`config.mk`:
```
export PLATFORM = sky130hd
export DESIGN_NAME = doubly_linked_list_engine
export DESIGN_NICKNAME = d
export VERILOG_FILES = /design/src/sv/dll_pkg.sv /design/src/sv/dll_free_finder.sv /design/src/sv/doubly_linked_list_engine.sv
export SDC_FILE = /design/constraint.sdc
export NUM_CORES = 2
export LEC_CHECK = 0
export ABC_AREA = 1
export ABC_CLOCK_PERIOD_IN_PS = 4000
export BUFFER_PORTS_ARGS = -buffer_cell sky130_fd_sc_hd__buf_2
export CORE_MARGIN = 1
export CORE_UTILIZATION = 50
export DETAILED_ROUTE_END_ITERATION = 12
export PLACE_DENSITY = 0.7
export SLEW_MARGIN = 20
export SYNTH_ARGS = -nofsm -noshare
export SYNTH_HDL_FRONTEND = slang
export SYNTH_SLANG_ARGS = --single-unit
```
`constraint.sdc`:
```
create_clock -name clk -period 4 [get_ports clk]
set_input_delay 0.8 -clock clk [delete_from_list [all_inputs] [get_ports clk]]
set_output_delay 0.8 -clock clk [all_outputs]
set_load 0.05 [all_outputs]
```
`src/sv/dll_pkg.sv`:
```
// shared types and constants for the linked list engine
package dll_pkg;
  localparam int Capacity   = 32;
  localparam int DataWidth  = 32;
  localparam int MaxResults = 32;
  localparam int LinkW      = $clog2(Capacity + 1);
  localparam int IdxW       = $clog2(Capacity);
  localparam logic [LinkW-1:0] NilLink = LinkW'(Capacity);

  typedef enum logic [3:0] {
    CMD_PUSH_HEAD = 4'd0, CMD_PUSH_TAIL = 4'd1, CMD_INSERT_AT = 4'd2,
    CMD_POP_HEAD  = 4'd3, CMD_POP_TAIL  = 4'd4, CMD_REMOVE_AT = 4'd5,
    CMD_CLEAR     = 4'd6, CMD_FORWARD   = 4'd7, CMD_BACKWARD  = 4'd8
  } cmd_t;

  typedef enum logic [1:0] {
    ST_OK = 2'd0, ST_EMPTY = 2'd1, ST_RANGE = 2'd2, ST_FULL = 2'd3
  } status_t;

  typedef logic [LinkW-1:0] link_t;
  typedef logic [DataWidth-1:0] data_t;
endpackage

```
`src/sv/dll_free_finder.sv`:
```
// iterative lowest free node search over the free mask
module dll_free_finder (
  input  logic               clk,
  input  logic               rst_n,
  input  logic               go,
  input  logic [dll_pkg::Capacity-1:0] free_mask,
  output logic               done,
  output dll_pkg::link_t     node
);
  import dll_pkg::*;

  logic        busy_r, busy_nxt;
  link_t       idx_r, idx_nxt;
  logic        done_r, done_nxt;

  always_comb begin
    busy_nxt = busy_r;
    idx_nxt  = idx_r;
    done_nxt = 1'b0;
    if (go) begin
      busy_nxt = 1'b1;
      idx_nxt  = '0;
    end else if (busy_r) begin
      if (idx_r == NilLink || free_mask[idx_r[IdxW-1:0]]) begin
        busy_nxt = 1'b0;
        done_nxt = 1'b1;
      end else begin
        idx_nxt = idx_r + LinkW'(1);
      end
    end
  end

  always_ff @(posedge clk) begin
    if (!rst_n) begin
      busy_r <= 1'b0;
      done_r <= 1'b0;
      idx_r  <= '0;
    end else begin
      busy_r <= busy_nxt;
      done_r <= done_nxt;
      idx_r  <= idx_nxt;
    end
  end

  assign done = done_r;
  assign node = idx_r;

  a_done_idle: assert property (@(posedge clk) disable iff (!rst_n) done_r |-> !busy_r)
    else $error("finder done while busy");
  a_go_busy: assert property (@(posedge clk) disable iff (!rst_n) go |=> busy_r)
    else $error("finder did not start");
  a_idx_range: assert property (@(posedge clk) disable iff (!rst_n) idx_r <= NilLink)
    else $error("finder index past end");
endmodule

```
`src/sv/doubly_linked_list_engine.sv`:
```
// doubly linked list engine top level with sequencer and node store
// channel  | ports                                    | handshake
// request  | in_command in_item_value in_position     | start & !busy
// result   | out_status out_value out_length out_last | out_valid, one cycle, no stall
// timing: error, clear and unknown requests give their result in the cycle after accept;
// an insert searches for the lowest free node, walks the links to its position
// and then links the new node; a remove walks the links and then unlinks the node;
// a traversal reads one node per result and strobes each result in turn.
// reset: synchronous; pool free, list empty. no clearing pass; node store is
// only read at linked nodes. the receiver cannot stall, results are strobed.
module doubly_linked_list_engine (
  input  logic        clk,
  input  logic        rst_n,
  input  logic        start,
  output logic        busy,
  input  logic [3:0]  in_command,
  input  logic signed [31:0] in_item_value,
  input  logic [5:0]  in_position,
  output logic        out_valid,
  output logic [1:0]  out_status,
  output logic signed [31:0] out_value,
  output logic [5:0]  out_length,
  output logic        out_last
);
  import dll_pkg::*;

  typedef enum logic [9:0] {
    S_IDLE  = 10'b0000000001,
    S_FIND  = 10'b0000000010,
    S_WALK  = 10'b0000000100,
    S_RDWT  = 10'b0000001000,
    S_LINK1 = 10'b0000010000,
    S_LINK2 = 10'b0000100000,
    S_UNL1  = 10'b0001000000,
    S_UNL2  = 10'b0010000000,
    S_TRAV  = 10'b0100000000,
    S_TEMIT = 10'b1000000000
  } state_t;

  data_t nval_mem [Capacity];
  link_t next_mem [Capacity];
  link_t prev_mem [Capacity];

  state_t state_r, state_nxt;
  logic [Capacity-1:0] free_r, free_nxt;
  link_t head_r, head_nxt, tail_r, tail_nxt;
  logic [LinkW-1:0] count_r, count_nxt;
  cmd_t  cmd_r, cmd_nxt;
  data_t val_r, val_nxt;
  logic [5:0] pos_r, pos_nxt;
  link_t cur_r, cur_nxt;
  link_t node_r, node_nxt;
  link_t succ_r, succ_nxt;
  logic [5:0] step_r, step_nxt;

  logic ov_r, ov_nxt, ol_r, ol_nxt;
  logic [1:0] os_r, os_nxt;
  data_t odat_r, odat_nxt;

  // single read port, registered
  link_t rd_addr;
  data_t rd_val_r;
  link_t rd_next_r, rd_prev_r;

  // write ports
  logic  wv_en;  link_t wv_addr;
  logic  wn_en;  link_t wn_addr; link_t wn_data;
  logic  wp_en;  link_t wp_addr; link_t wp_data;
  logic  wn2_en; link_t wn2_addr; link_t wn2_data;
  logic  wp2_en; link_t wp2_addr; link_t wp2_data;

  logic find_go, find_done;
  link_t find_node;

  dll_free_finder u_find (
    .clk(clk), .rst_n(rst_n), .go(find_go), .free_mask(free_r),
    .done(find_done), .node(find_node)
  );

  always_ff @(posedge clk) begin
    rd_val_r  <= nval_mem[rd_addr[IdxW-1:0]];
    rd_next_r <= next_mem[rd_addr[IdxW-1:0]];
    rd_prev_r <= prev_mem[rd_addr[IdxW-1:0]];
    if (wv_en) nval_mem[wv_addr[IdxW-1:0]] <= val_r;
    if (wn_en) next_mem[wn_addr[IdxW-1:0]] <= wn_data;
    if (wn2_en) next_mem[wn2_addr[IdxW-1:0]] <= wn2_data;
    if (wp_en) prev_mem[wp_addr[IdxW-1:0]] <= wp_data;
    if (wp2_en) prev_mem[wp2_addr[IdxW-1:0]] <= wp2_data;
  end

  function automatic logic is_node(link_t n);
    return n != NilLink;
  endfunction

  always_comb begin
    state_nxt = state_r; free_nxt = free_r; head_nxt = head_r; tail_nxt = tail_r;
    count_nxt = count_r; cmd_nxt = cmd_r; val_nxt = val_r; pos_nxt = pos_r;
    cur_nxt = cur_r; node_nxt = node_r; succ_nxt = succ_r; step_nxt = step_r;
    ov_nxt = 1'b0; ol_nxt = 1'b1; os_nxt = ST_OK; odat_nxt = '0;
    rd_addr = cur_r;
    wv_en = 1'b0; wv_addr = node_r;
    wn_en = 1'b0; wn_addr = node_r; wn_data = succ_r;
    wp_en = 1'b0; wp_addr = node_r; wp_data = cur_r;
    wn2_en = 1'b0; wn2_addr = cur_r; wn2_data = node_r;
    wp2_en = 1'b0; wp2_addr = succ_r; wp2_data = node_r;
    find_go = 1'b0;
    case (state_r)
      S_IDLE: begin
        if (start) begin
          cmd_nxt = cmd_t'(in_command);
          val_nxt = data_t'(in_item_value);
          pos_nxt = in_position;
          step_nxt = '0;
          cur_nxt = head_r;
          case (in_command)
            CMD_PUSH_HEAD, CMD_PUSH_TAIL, CMD_INSERT_AT: begin
              if (count_r >= LinkW'(Capacity)) begin
                ov_nxt = 1'b1; os_nxt = ST_FULL;
              end else if (in_command == CMD_INSERT_AT &&
                           LinkW'(in_position) > count_r ||
                           in_command == CMD_INSERT_AT && in_position > 6'(Capacity)) begin
                ov_nxt = 1'b1; os_nxt = ST_RANGE;
              end else begin
                find_go = 1'b1; state_nxt = S_FIND;
              end
            end
            CMD_POP_HEAD, CMD_POP_TAIL, CMD_REMOVE_AT: begin
              if (count_r == '0) begin
                ov_nxt = 1'b1; os_nxt = ST_EMPTY;
              end else if (in_command == CMD_REMOVE_AT &&
                           (in_position > 6'(Capacity) ||
                            LinkW'(in_position) >= count_r)) begin
                ov_nxt = 1'b1; os_nxt = ST_RANGE;
              end else begin
                if (in_command == CMD_POP_HEAD) begin
                  pos_nxt = '0;
                end
                if (in_command == CMD_POP_TAIL) begin
                  cur_nxt = tail_r; pos_nxt = '0;
                end
                state_nxt = S_WALK;
              end
            end
            CMD_CLEAR: begin
              free_nxt = '1; head_nxt = NilLink; tail_nxt = NilLink; count_nxt = '0;
              ov_nxt = 1'b1; os_nxt = ST_OK;
            end
            CMD_FORWARD, CMD_BACKWARD: begin
              if (count_r == '0) begin
                ov_nxt = 1'b1; os_nxt = ST_EMPTY;
              end else begin
                if (in_command == CMD_BACKWARD) cur_nxt = tail_r;
                state_nxt = S_TRAV;
              end
            end
            default: begin
              ov_nxt = 1'b1; os_nxt = ST_OK;
            end
          endcase
        end
      end
      S_FIND: begin
        if (find_done) begin
          node_nxt = find_node;
          if (!is_node(find_node)) begin
            ov_nxt = 1'b1; os_nxt = ST_FULL; state_nxt = S_IDLE;
          end else begin
            free_nxt[find_node[IdxW-1:0]] = 1'b0;
            if (cmd_r == CMD_PUSH_HEAD) pos_nxt = '0;
            if (cmd_r == CMD_PUSH_TAIL) pos_nxt = 6'(count_r);
            // succ: head, or nil when appending
            succ_nxt = head_r;
            if (cmd_r == CMD_PUSH_TAIL || LinkW'(pos_r) >= count_r) succ_nxt = NilLink;
            if (cmd_r == CMD_PUSH_HEAD) succ_nxt = head_r;
            state_nxt = S_WALK;
          end
        end
      end
      S_WALK: begin
        // inserts walk succ_r forward, removes walk cur_r forward
        if (cmd_r == CMD_PUSH_HEAD || cmd_r == CMD_PUSH_TAIL || cmd_r == CMD_INSERT_AT) begin
          rd_addr = succ_r;
          if (step_r == pos_r || !is_node(succ_r)) begin
            state_nxt = S_RDWT;
          end else begin
            state_nxt = S_RDWT;
          end
        end else begin
          rd_addr = cur_r;
          state_nxt = S_RDWT;
        end
      end
      S_RDWT: begin
        if (cmd_r == CMD_PUSH_HEAD || cmd_r == CMD_PUSH_TAIL || cmd_r == CMD_INSERT_AT) begin
          if (!is_node(succ_r) || step_r == pos_r) begin
            cur_nxt = is_node(succ_r) ? rd_prev_r : tail_r;
            state_nxt = S_LINK1;
          end else begin
            succ_nxt = rd_next_r; step_nxt = step_r + 6'd1; state_nxt = S_WALK;
          end
        end else begin
          if (step_r == pos_r) begin
            node_nxt = cur_r;
            state_nxt = S_UNL1;
          end else begin
            cur_nxt = rd_next_r; step_nxt = step_r + 6'd1; state_nxt = S_WALK;
          end
        end
      end
      S_LINK1: begin
        // cur = pred, succ = successor, node = new
        wv_en = 1'b1;
        wn_en = 1'b1; wp_en = 1'b1;
        if (is_node(cur_r)) wn2_en = 1'b1; else head_nxt = node_r;
        if (is_node(succ_r)) wp2_en = 1'b1; else tail_nxt = node_r;
        count_nxt = count_r + LinkW'(1);
        ov_nxt = 1'b1; os_nxt = ST_OK;
        state_nxt = S_IDLE;
      end
      S_UNL1: begin
        // rd data of node_r is registered now
        cur_nxt = rd_prev_r; succ_nxt = rd_next_r;
        odat_nxt = rd_val_r;
        state_nxt = S_UNL2;
      end
      S_UNL2: begin
        wn2_addr = cur_r; wn2_data = succ_r;
        wp2_addr = succ_r; wp2_data = cur_r;
        if (is_node(cur_r)) wn2_en = 1'b1; else head_nxt = succ_r;
        if (is_node(succ_r)) wp2_en = 1'b1; else tail_nxt = cur_r;
        free_nxt[node_r[IdxW-1:0]] = 1'b1;
        count_nxt = count_r - LinkW'(1);
        ov_nxt = 1'b1; os_nxt = ST_OK; odat_nxt = odat_r;
        state_nxt = S_IDLE;
      end
      S_TRAV: begin
        rd_addr = cur_r;
        state_nxt = S_TEMIT;
      end
      S_TEMIT: begin
        cur_nxt = (cmd_r == CMD_FORWARD) ? rd_next_r : rd_prev_r;
        ov_nxt = 1'b1; os_nxt = ST_OK; odat_nxt = rd_val_r;
        step_nxt = step_r + 6'd1;
        ol_nxt = !is_node(cur_nxt) || (step_r + 6'd1 >= 6'(MaxResults));
        state_nxt = ol_nxt ? S_IDLE : S_TRAV;
      end
      default: state_nxt = S_IDLE;
    endcase
  end

  always_ff @(posedge clk) begin
    if (!rst_n) begin
      state_r <= S_IDLE; free_r <= '1; head_r <= NilLink; tail_r <= NilLink;
      count_r <= '0; ov_r <= 1'b0;
    end else begin
      state_r <= state_nxt; free_r <= free_nxt; head_r <= head_nxt;
      tail_r <= tail_nxt; count_r <= count_nxt; ov_r <= ov_nxt;
    end
  end

  always_ff @(posedge clk) begin
    cmd_r <= cmd_nxt; val_r <= val_nxt; pos_r <= pos_nxt; cur_r <= cur_nxt;
    node_r <= node_nxt; succ_r <= succ_nxt; step_r <= step_nxt;
    ol_r <= ol_nxt; os_r <= os_nxt; odat_r <= odat_nxt;
  end

  assign busy       = (state_r != S_IDLE);
  assign out_valid  = ov_r;
  assign out_status = os_r;
  assign out_value  = 32'(signed'(odat_r));
  assign out_length = 6'(count_r);
  assign out_last   = ol_r;

  a_count_max: assert property (@(posedge clk) disable iff (!rst_n) count_r <= LinkW'(Capacity))
    else $error("element count past capacity");
  a_empty_nil: assert property (@(posedge clk) disable iff (!rst_n)
    count_r == '0 |-> head_r == NilLink && tail_r == NilLink)
    else $error("empty list with linked head");
  a_idle_done: assert property (@(posedge clk) disable iff (!rst_n)
    (ov_r && ol_r) |-> state_r == S_IDLE)
    else $error("last result while still working");
  a_start_busy: assert property (@(posedge clk) disable iff (!rst_n)
    (start && !busy && (in_command == CMD_FORWARD || in_command == CMD_REMOVE_AT) &&
     count_r != '0 && in_position == 6'd0) |=> busy)
    else $error("walk request did not start");
endmodule

```
* Word-level counts from Yosys, hierarchy flattened *
Memories as Yosys holds them, arrays and structs flattened. A register that Yosys moved wholly into a read port is not among the register bits.
Cells that the tools add are included.

operators by class
  $add $sub $neg = 4
  $lt $le $gt $ge = 10
  equality and inequality tests = 49
  muxes and demuxes = 121
  bitwise operators = 6
  reduce and logical (&&, ||, !) cells = 45

operators by type and width
  kind                                                 count
  two-way mux 6 bit                                    44
  two-way mux 32 bit                                   4
  case mux 32 bit (3 select lines)                     1
  case mux 6 bit (3 select lines)                      5
  two-way mux 10 bit                                   8
  case mux 10 bit (7 select lines)                     1
  case mux 32 bit (2 select lines)                     1
  case mux 6 bit (2 select lines)                      3
  AND 32 bit                                           1
  two-way mux 1 bit                                    32
  inverter 32 bit                                      1
  OR 32 bit                                            1
  case mux 10 bit (3 select lines)                     1
  != test 3 bit, second input constant                 9
  AND reduction 5 bit                                  5
  != test 6 bit, second input constant                 4
  case mux 6 bit (4 select lines)                      1
  equality test 4 x 3 -> 1 bit, second input constant  5
  != test 2 bit, second input constant                 10
  adder 6 x 1 -> 6 bit, second input constant          3
  two-way mux 5 bit                                    3
  two-way mux 2 bit                                    7
  equality test 4 x 2 -> 1 bit, second input constant  3
  greater-or-equal comparator 6 bit                    2
  45 further kinds                                     80

storage, ports and cells
  bits in registers = 170
  RAM bits = 1,408
  output and inout bits = 43
  logic and storage cells = 257
  memories kept = 3

memories
  memory    words  width  read ports  clocked after Yosys merged registers in  wr ports  line                             text
  nval_mem  32     32     1           1                                        1         doubly_linked_list_engine.sv:40  data_t nval_mem [Capacity];
  next_mem  32     6      1           1                                        2         doubly_linked_list_engine.sv:41  link_t next_mem [Capacity];
  prev_mem  32     6      1           1                                        2         doubly_linked_list_engine.sv:42  link_t prev_mem [Capacity];

* Longest topological paths before layout *
  depth after elaboration = 9
  mapped depth = 17
  gate-level depth less buffers = 15

* Hierarchy *
From an unflattened synthesis, not the netlist that was laid out.

second synthesis, totals
  cells, all modules = 7,952
  area total of the unflattened synthesis = 76,534.7 um^2

by module, submodules not included
  module                     times used  cells an instance  area an instance (um^2)
  doubly_linked_list_engine  1           7,817              75,766.4
  dll_free_finder            1           135                768.2

* Worst setup path before layout *
OpenSTA, ideal clock, no wires.

  path type = reg2reg
  start point = reg state_r[7]
  end point = reg u_find.idx_r[2], in the netlist u_find.node[2]
  data arrival time = 3.328 ns
  slack = 0.555 ns
  cell stages (with the launch flop) = 12
  clock period less this slack = 3.445 ns
  cell sequence = dfxtp_1 > nor2_1 > nand2_1 > nor2_1 > nand3_1 > buf_2 > nor2_1 > nand3b_1 > nand2_1 > inv_1 > o21ai_0 > nor2_1

on the way
  longest elaborated chain between the ends = 3

ends and longest elaborated chain
  item                           line                              text
  start: declaration             doubly_linked_list_engine.sv:44   state_t state_r, state_nxt;
  start signal: assignment       doubly_linked_list_engine.sv:256  state_r <= state_nxt; free_r <= free_nxt; head_r <= head_nxt;
  equality test 10 x 1 -> 1 bit  doubly_linked_list_engine.sv:107  case (state_r)
  two-way mux 1 bit              doubly_linked_list_engine.sv:107
  OR reduction 2 bit (no line)   n/a
  end signal: assignment         dll_free_finder.sv:41             idx_r <= idx_nxt;
  end: declaration               dll_free_finder.sv:13             link_t idx_r, idx_nxt;

No other way between the ends.
A chain may end at the register's enable or synchronous reset.

* Worst setup path after layout *
  start point = reg state_r[3]
  end point = reg free_r[18]

on the way
  longest elaborated chain between the ends = 3
  elaborated cells between the ends (all ways) = 10
  those cells by class = eq/ne (7); mux (1); reduce/logical (2)

ends and longest elaborated chain
  item                                                      line                              text
  equality test 10 x 1 -> 1 bit (tied with other cells)     doubly_linked_list_engine.sv:107
  != test 2 x 1 -> 1 bit (no line) (tied with other cells)  n/a
  AND reduction 5 bit (no line)                             n/a
  end signal: assignment                                    doubly_linked_list_engine.sv:256
  end: declaration                                          doubly_linked_list_engine.sv:45   logic [Capacity-1:0] free_r, free_nxt;

Several ways; a longest one is shown, not always the timed one.

==> results.sh <==
export IMPL_synthFlopType="edfxtp_1"
export IMPL_grt_overflow_total=0
export IMPL_path_class="flop to flop"
export IMPL_nNetsFinal=7776
export IMPL_status="finished, final reports clean"
export IMPL_fin_crit_ns=3.40
export IMPL_rr_worst_depth=13
export IMPL_synthTopCellsByArea="edfxtp_1 60%, nand2_1 11%, nand3_1 8.9%"
export IMPL_hold_start="in_item_value[6]"
export IMPL_crit_fanout=49
export IMPL_p_int_w=0.0343
export IMPL_whs_path_depth=1
export IMPL_clock_latency_ns=0.83
export IMPL_power_frac_seq=0.390
export IMPL_hold_path_class="input pin to flop"
export IMPL_combPwrFrac=0.327
export IMPL_setup_viol=0
export IMPL_arrival_ns=4.07
export IMPL_cts_setup_buffers=0
export IMPL_gp_congestion=0.917
export IMPL_vias=57900
export IMPL_critPathRequiredTime_ns=4.68
export IMPL_worst_pin_slew_ns=1.24
export IMPL_fillers=12800
export IMPL_cp_end_kind="flop"
export IMPL_grt_pass1_wl_um=343000
export IMPL_core_um2=150000
export IMPL_drt_pass1_iter_count=7
export IMPL_die_w_um=392
export IMPL_cts_resized_gates=0
export IMPL_peakVddDrop_uv=642
export IMPL_drv_slew=0
export IMPL_grt_usage=0.297
export IMPL_syn_area_um2=76000
export IMPL_cts_root_buffer="clkbuf_16"
export IMPL_dp_cells=9551
export IMPL_n_antenna_cell=0
export IMPL_p_clk_frac=0.283
export IMPL_yosys_area_top_type_share=0.595
export IMPL_cts_tree="done"
export IMPL_r2r_slack_ns=0.60
export IMPL_stdcell_count=9866
export IMPL_wirelength_um=229000
export IMPL_area_growth_pct=10.7
export IMPL_grt_antenna_before_repair=1
export IMPL_finClkSkew_ns=0.0523
export IMPL_yosysWarnings=0
export IMPL_syn_instance_count=7840
export IMPL_synthesis_nets=7907
export IMPL_num_rows=142
export IMPL_dp_hpwl_um=130000
export IMPL_synth_seq_area_share=0.625
export IMPL_async_flop_share=0
export IMPL_powerDensity_nw_per_um2=654
export IMPL_dieArea_um2=154000
export IMPL_fmax_mhz=294
export IMPL_fin_tns_setup_ns=0
export IMPL_r2r_end="free_r[18]$_SDFFE_PN1P_"
export IMPL_synth_area_leader_cell="edfxtp_1"
export IMPL_cts_made_buffers=168
export IMPL_fp_dieH_um=392
export IMPL_timing_rr_start="state_r[3]$_SDFFE_PN0P_"
export IMPL_start_util=0.505
export IMPL_rsz0062_at_grt="false"
export IMPL_hold_ws_ns=0.140
export IMPL_grt_pass1_vias=55000
export IMPL_power_leakage_nw=34.1
export IMPL_antenna_left=0
export IMPL_ys_types=47
export IMPL_vias_per_cell=5.87
export IMPL_boundaryPins=88
export IMPL_htreeDepth=4
export IMPL_seq_area_um2=47500
export IMPL_worstSetupStartpointType="flop"
export IMPL_swShare=0.377
export IMPL_drt_iter0_drc=7431
export IMPL_clkSinkCount=1621
export IMPL_final_hold_viol_count=0
export IMPL_drv_cap=0
export IMPL_switchingPower_w=0.0207
export IMPL_hold_buffers=0
export IMPL_ys_ff_latch=1621
export IMPL_syn_area_per_cell_um2=9.69
export IMPL_cts_buffer_depth=3
export IMPL_drive_gt1_frac=0.0785
export IMPL_multi_input_area_um2=23400
export IMPL_grt_max_degree=143
export IMPL_hold_end="val_r[6]$_DFFE_PP_"
export IMPL_path_clk_slew_ns=0.06
export IMPL_synth_edf_count=1506
export IMPL_routedWlPerCell_um=23.2
export IMPL_max_slew_margin_rel=0.167
export IMPL_fin_crit_sh=0.849
export IMPL_drc=0
export IMPL_port_buffer_count=87
==> per-layer routing <==
layer / vias up / track usage / part of all wire
li1: 26400 / - / -
met1: 27500 / 0.390 / 0.38
met2: 3446 / 0.464 / 0.46
met3: 660 / 0.0626 / 0.11
met4: 0 / 0.154 / 0.055
met5: - / 0 / 0
==> synthesized netlist by cell type, types with 8 or more instances <==
cell      instances
dfxtp_1         115
nor3_1           36
clkbuf_1        177
buf_4            13
nand2_1        2263
edfxtp_1       1506
o21ai_0         447
nand2_2          11
inv_2            11
nand3b_1        400
o22ai_1          11
o211ai_1         10
inv_1           661
a21oi_1         119
buf_1            48
nor2_1          180
o21ai_1          40
clkinv_1          8
nand4_1          19
nand3_1        1348
ha_1             21
buf_2           333
xor2_1            9
==> registers in the layout (all words and copies together) (netlist names), 2 cells and up <==
| signal | flops |
|---|---|
| out_length | 6 |
| next_mem | 192 |
| node_r | 6 |
| step_r | 6 |
| prev_mem | 192 |
| cmd_r | 4 |
| u_find.node | 6 |
| head_r | 6 |
| nval_mem | 1024 |
| state_r | 9 |
| rd_next_r | 6 |
| cur_r | 6 |
| rd_prev_r | 6 |
| tail_r | 6 |
| out_status | 2 |
| val_r | 32 |
| pos_r | 6 |
| out_value | 32 |
| succ_r | 6 |
| free_r | 32 |
| rd_val_r | 32 |
==> cell usage in the layout, fill, tap and decap left out, drive strengths merged, types with 9 or more instances in the layout <==
cell       n
a21oi    119
buf      269
clkbuf   233
clkinv    72
dfxtp    115
edfxtp  1506
ha        21
inv      679
nand2   2276
nand3   1349
nand3b   400
nand4     19
nor2     189
nor3      43
o211ai    10
o21ai    490
o22ai     11
xor2       9
==> worst max-delay path, cell delays in order, from the launching register on <==
cell and delay, ns:
dfxtp_1 0.36, inv_2 0.06, nand2_1 0.09, nor2_4 0.20
nand2_1 0.11, nor2_4 0.28, buf_4 0.50, inv_2 0.25
nand2_1 0.13, nor2_1 0.07, nor3_4 0.12, nand2_1 0.55
o21ai_0 0.44, nand2_1 0.08
==> how the worst max path moves through the flow <==
stage | from | end | slack, ns | depth (start not counted)
floorplan | state_r[7]$_SDFFE_PN0P_ | u_find.node[2]$_SDFFE_PP0P_ | 0.55 | 11
global placement | state_r[7]$_SDFFE_PN0P_ | rd_next_r[1]$_DFF_P_ | 0.74 | 14
detailed placement | state_r[3]$_SDFFE_PN0P_ | free_r[18]$_SDFFE_PN1P_ | 0.63 | 13
CTS | state_r[3]$_SDFFE_PN0P_ | free_r[18]$_SDFFE_PN1P_ | 0.62 | 13
global route | state_r[3]$_SDFFE_PN0P_ | free_r[28]$_SDFFE_PN1P_ | 0.23 | 13
finish | state_r[3]$_SDFFE_PN0P_ | free_r[18]$_SDFFE_PN1P_ | 0.60 | 13
==> through the flow <==
step	utilization	area [um2]	power (W)	setup WS, ns
2_1_floorplan	-	76000	0.0334	0.555
3_3_place_gp	0.523	78500	0.0390	0.745
3_5_place_dp	0.523	78500	0.0393	0.626
4_1_cts	0.559	84000	0.0547	0.621
5_1_grt	0.559	84100	0.0575	0.227
6_report	0.559	84100	0.0550	0.604
==> power groups by stage <==
stage / Clock [W] / Sequential, W / Combinational (W)
6_report: 0.0156 / 0.0215 / 0.0180
5_1_grt: 0.0163 / 0.0215 / 0.0197
4_1_cts: 0.0157 / 0.0215 / 0.0176
3_5_place_dp: 0 / 0.0218 / 0.0175
3_3_place_gp: 0 / 0.0218 / 0.0172
2_1_floorplan: 0 / 0.0211 / 0.0122
==> area by class of cell <==
cell class                 count  share of cell area
timing repair buffer         270              0.0305
tap                         2016              0.0300
sequential                  1621               0.565
clock inverter                79             0.00939
multi-input combinational   4966               0.278
inverter                     682              0.0307
clock buffer                 232              0.0557
==> logic make-up (layout without fill, tap and decap cells) <==
group | count (synthesis) | count (layout) | share of synthesized area
compound gates | 645 | 645 | 0.0437
xor+xnor | 10 | 10 | 0.00115
fa+ha+maj | 22 | 22 | 0.00372
buf+inv | 1253 | 1263 | 0.0681
flops | 1621 | 1621 | 0.625
simple gates | 4289 | 4289 | 0.258
(Power assumes the default switching activity.)
